### config.mk
export PLATFORM = sky130hd
export DESIGN_NAME = csac_ctrl
export DESIGN_NICKNAME = d
export VERILOG_FILES = /design/src/rtl/csac_pkg.sv /design/src/rtl/csac_ctrl.sv
export VERILOG_INCLUDE_DIRS = /design/src /design/src/rtl
export SDC_FILE = /design/constraint.sdc
export NUM_CORES = 1
export LEC_CHECK = 0
export BUFFER_PORTS_ARGS = -buffer_cell sky130_fd_sc_hd__buf_4
export CAP_MARGIN = 20
export CORE_AREA = 2 2 39 41
export CTS_BUF_LIST = sky130_fd_sc_hd__clkbuf_16
export DETAILED_ROUTE_END_ITERATION = 7
export DIE_AREA = 0 0 41 43
export GPL_TIMING_DRIVEN = 0
export PLACE_DENSITY = 0.43
export RECOVER_POWER = 25
export SLEW_MARGIN = 20
export SYNTH_ARGS = -nofsm -noshare
export SYNTH_HDL_FRONTEND = slang
export SYNTH_SLANG_ARGS = --single-unit
### constraint.sdc
create_clock -name i_clk -period 1.2 [get_ports i_clk]
set_clock_uncertainty 0.05 [all_clocks]
set_input_delay 0.06 -clock i_clk [delete_from_list [all_inputs] [get_ports i_clk]]
set_output_delay 0.06 -clock i_clk [all_outputs]
set_load 0.05 [all_outputs]
### src/rtl/coherent_set_assoc_cache_assert.svh
// Assertion macros for the coherent cache block
`ifndef COHERENT_SET_ASSOC_CACHE_ASSERT_SVH
`define COHERENT_SET_ASSOC_CACHE_ASSERT_SVH
// implication checked each clock, off during reset
`define CSC_ASSERT_IMP(label, clk, rst_n, ante, cons) \
    label: assert property (@(posedge clk) disable iff (!rst_n) (ante) |-> (cons)) \
        else $error("assertion failed");
// next-cycle implication
`define CSC_ASSERT_NEXT(label, clk, rst_n, ante, cons) \
    label: assert property (@(posedge clk) disable iff (!rst_n) (ante) |=> (cons)) \
        else $error("assertion failed");
`endif

### src/rtl/csac_pkg.sv
// Shared types and codes of the coherent cache block
`default_nettype none
package csac_pkg;
    localparam logic [2:0] ST_I = 3'd0;
    localparam logic [2:0] ST_S = 3'd1;
    localparam logic [2:0] ST_E = 3'd2;
    localparam logic [2:0] ST_O = 3'd3;
    localparam logic [2:0] ST_M = 3'd4;

    localparam logic [1:0] CMD_NONE = 2'd0;
    localparam logic [1:0] CMD_RD   = 2'd1;
    localparam logic [1:0] CMD_RDX  = 2'd2;
    localparam logic [1:0] CMD_UPGR = 2'd3;

    localparam logic [2:0] REQ_RD   = 3'd0;
    localparam logic [2:0] REQ_WR   = 3'd1;
    localparam logic [2:0] REQ_BRD  = 3'd2;
    localparam logic [2:0] REQ_BRDX = 3'd3;
    localparam logic [2:0] REQ_BUPG = 3'd4;

    localparam logic [1:0] MODE_WB   = 2'd0;
    localparam logic [1:0] MODE_MSI  = 2'd1;
    localparam logic [1:0] MODE_MESI = 2'd2;
    localparam logic [1:0] MODE_MOESI = 2'd3;

    // controller to datapath
    typedef struct packed {
        logic load;    // capture input item
        logic update;  // write back set, load result
        logic clear;   // clear one row
    } t_csac_cmd;

    // datapath to controller
    typedef struct packed {
        logic clear_done;
    } t_csac_status;
endpackage
`default_nettype wire

### src/rtl/csac_ctrl.sv
// Controller state machine of the coherent cache block
`default_nettype none
module csac_ctrl (
    input  wire logic                  i_clk,
    input  wire logic                  i_rst_n,
    input  wire logic                  i_valid,
    output logic                       o_ready,
    output logic                       o_valid,
    input  wire logic                  i_ready,
    input  wire csac_pkg::t_csac_status i_status,
    output csac_pkg::t_csac_cmd        o_cmd
);
    import csac_pkg::*;

    typedef enum logic [3:0] {
        S_CLEAR = 4'b0001,
        S_IDLE  = 4'b0010,
        S_LOOK  = 4'b0100,
        S_DONE  = 4'b1000
    } t_state;

    t_state r_state, n_state;
    logic   r_out_valid, n_out_valid;

    logic in_xfer, out_xfer;
    // accept while a result waits only if it leaves this cycle
    assign o_ready  = (r_state == S_IDLE) && (!r_out_valid || i_ready);
    assign in_xfer  = i_valid && o_ready;
    assign out_xfer = r_out_valid && i_ready;
    assign o_valid  = r_out_valid;

    always_comb begin
        n_state     = r_state;
        n_out_valid = r_out_valid;
        o_cmd       = '0;
        if (out_xfer) n_out_valid = 1'b0;
        unique case (r_state)
            S_CLEAR: begin
                o_cmd.clear = 1'b1;
                if (i_status.clear_done) n_state = S_IDLE;
            end
            S_IDLE: begin
                if (in_xfer) begin
                    o_cmd.load = 1'b1;
                    n_state = S_LOOK;
                end
            end
            S_LOOK: begin
                if (!r_out_valid || i_ready) begin
                    o_cmd.update = 1'b1;
                    n_out_valid  = 1'b1;
                    n_state      = S_IDLE;
                end
            end
            S_DONE: n_state = S_IDLE;
            default: n_state = S_IDLE;
        endcase
    end

    always_ff @(posedge i_clk) begin
        if (!i_rst_n) begin
            r_state     <= S_CLEAR;
            r_out_valid <= 1'b0;
        end else begin
            r_state     <= n_state;
            r_out_valid <= n_out_valid;
        end
    end

    `include "coherent_set_assoc_cache_assert.svh"
    `CSC_ASSERT_IMP(a_no_accept_clear, i_clk, i_rst_n, r_state == S_CLEAR, !o_ready)
    `CSC_ASSERT_NEXT(a_load_look, i_clk, i_rst_n, o_cmd.load, r_state == S_LOOK)
    `CSC_ASSERT_NEXT(a_update_valid, i_clk, i_rst_n, o_cmd.update, o_valid)
endmodule
`default_nettype wire

# Word-level counts from Yosys, hierarchy flattened
# Cells that the tools add are included.
# classes
eq_ne	6
muxes	12
n_reduce_logical	6
# op_table
cell	count
4-bit two-way mux	3
4-bit one-hot mux with 3 select lines	1
1-bit two-way mux	8
2-bit != test, second input constant	3
4-bit by 1-bit equality test with 1-bit output, second input constant	1
4-bit by 2-bit equality test with 1-bit output, second input constant	1
4-bit by 3-bit equality test with 1-bit output, second input constant	1
1-bit logical AND	3
3-bit AND reduction	1
1-bit zero test	1
1-bit logical OR	1
# word_totals
reg_bits	5
input_bits	5
output_inout_bits	5
wordCells	26

# Longest topological paths before layout
# logic_depth
depth_word	6
ltp_mapped	4
ltp_nobuf	3

# Worst setup path before layout
# OpenSTA, ideal clock, no wires.
# synth_path
kind	flip-flop to output port
start	register r_out_valid (netlist: o_valid)
end	output port o_cmd[2] in the netlist's numbering
t_arrival_ns	1.667
t_required_ns	1.090
path_slack_ns	-0.577
path_stages_with_launch	4
path_buffers	0
path_cell_list	dfxtp_1 -> nand2b_1 -> and3_1 -> and2_1
# synth_rtl
item	line_no	source
from (decl)	csac_ctrl.sv:23	logic r_out_valid, n_out_valid;
from (signal assigned)	csac_ctrl.sv:66	r_out_valid <= n_out_valid;
to (decl)	csac_ctrl.sv:11	output csac_pkg::t_csac_cmd o_cmd

==> metrics.cfg <==
[die]
die_h_um=43
start_util=0.167
row_count=14
ios=10
coreArea_sq_um=1380
die-area_sq_um=1760
fp.dieW_um=41

[clocking]
cts_num_sinks=4
path_clk_slew_ps=30
clock_latency_ps=230
cts_buffer_depth=2
cts_tree=yes
cts_buffers=3
root_buffer=clkbuf_16
htree_levels=1

[global_route]
grt_pass1_wl_um=1030
antenna_found_initial=0
grt_util_all_layers=0.0963
grt_max_degree=9
grt_pass1_vias=236
overflow=0

[run_status]
status=finished, violations left
violations=negative setup slack

[timing]
fin_crit_ps=1270
setup_viol=1
setup_ws_ps=-66.2
rsz0062_at_grt=yes
slew_violations=0
tightest_slew_ps=273
fin_crit_sh=1.06
final-hold-violation-count=0
max_slew_margin=0.818
max_freq_ghz=0.790
hold_slack_ps=69.5

[setup_path]
crit_family=simple AND/OR/NAND/NOR gates
arrival_ps=1160
r2r-start=r_state[2]$_SDFFE_PN0P_
startpoint_type=flip-flop
crit_chain=nor2_4 -> and3_4 -> and2_4 -> buf_8
crit_required_ps=1090
cp_num_buf_inv=1
critPathSlowestCell=dfxtp_4
crit_path_start=r_state[0]$_SDFFE_PN1P_
worstPathMaxFanout=6
end_kind=output port
path_class=reg -> out
slowest_delay_ps=360

[routing]
vias=239
ant_nets=0
first_pass_iters=2
drt-initial-drc-count=3
drc_errors=0
wl_per_cell_um=11.6
wirelength_um=651
viasPerCell=4.27

[cells_and_area]
fin_nets=46
finish.utilization=0.350
seqCellArea_sq_um=92.6
areaGrowthSynthToFinish_pct=109
fill_cells=143
multi_input_area_sq_um=170
antenna_cells=0
mostFrequentLayoutCells=buf_4, clkbuf_16, dfxtp_4, buf_6
final_common_cell=buf_4
drive_gt1_frac=0.700

[pwr]
p_leak_nw=0.201
vdd_ir_drop_max_mv=0.552
power.density_nw_per_um2=1680

[flow_run]
max-cap-violations=0

[yosys]
synth_fp_nets=29
ys_types=16
avgSynthCellArea_sq_um=9.64
yosysSeqAreaShare=0.346
syn_inst=24
yosysWarningCount=0
syn-cell-area_sq_um=231
synth_seq_cells=4

[worst_hold_path]
hold_class=in -> reg
hold_start=i_status

[placed_design]
dp.final_hpwl_um=456
port_buffers=9
place.gp.congestion=0.721
preCtsSetupSlack_ps=-10.9

[tightest hold or removal path, cell delays in order]
cell and delay (ps):
buf_4 80, nor4b_2 40, nand2b_1 120
[synth_stat cells (all sizes together)]
cell    count  area, sq um
nor2        2         7.51
a31oi       1         6.26
a21boi      1         7.51
dfxtp       4         80.1
a211oi      1         12.5
and2        1         6.26
o21a        1         7.51
and3        2         12.5
nand2b      2         12.5
buf         1         5.00
a41oi       1         8.76
inv         1         3.75
nor4b       2         30.0
nor3b       3         27.5
nand2       1         3.75
[layout make-up]
type / count / area share
Multi-Input combinational cell: 18 / 0.351
Sequential cell: 4 / 0.191
Inverter: 1 / 0.00775
Clock inverter: 1 / 0.00775
Clock buffer: 3 / 0.155
Timing Repair Buffer: 13 / 0.245
Tap cell: 16 / 0.0413
[registers in the layout (all words and copies together), names as in the netlist]
signal	flops
r_state	3
o_valid	1
[report_power, final]
part	internal, W	total (W)	switching [W]
registers	0.000137	0.000153	0.0000154
logic	0.0000598	0.000116	0.0000560
clock network	0.000432	0.000545	0.000113
total	0.000629	0.000814	0.000185
[worst paths after layout]
check | slack (ps) | to | depth (start not counted)
worst max register to register | 60 | r_state[1]$_SDFFE_PN0P_ | 4
worst min-delay path | 70 | r_state[0]$_SDFFE_PN1P_ | 3
worst min register to register | 510 | o_valid$_SDFF_PN0_ | 2
worst max-delay path | -70 | o_cmd[2] | 4
[cell families after synthesis]
| group | share of synthesized area |
|---|---|
| buffers and inverters | 0.0378 |
| AOI/OAI and AO/OA | 0.184 |
| and+or+nand+nor | 0.432 |
| DFF | 0.346 |
[metrics by stage]
| step | std cells | setup TNS, ps | total power, W | area (sq um) |
|---|---|---|---|---|
| 3_5_place_dp | 49 | -10.9 | 0.000253 | 345 |
| 2_1_floorplan | 24 | -19.6 | 0.000220 | 258 |
| 3_3_place_gp | 49 | 0 | 0.000251 | 345 |
| 4_1_cts | 55 | -72.2 | 0.000822 | 469 |
| 6_report | 56 | -66.2 | 0.000814 | 484 |
| 5_1_grt | 56 | -146 | 0.000849 | 484 |
[per-layer routing]
metal  track usage  vias up  share of wire  routed length [um]
met3        0.0628        3          0.078                  51
met1         0.109      109           0.42                 275
met2         0.119        7           0.46                 299
met4        0.0800        0          0.038                  25
met5             0        -              0                   0
li1              -      120              -                   -
[timing repair]
item,4_1_cts,5_1_grt
pin swaps,1,1
endpoints found under the hold margin,1,0
gates resized for setup,9,2
buffers inserted,2,1
hold buffers,1,0
endpoints found under the setup margin,4,6
No activity file was read; power rests on OpenSTA's default activity.
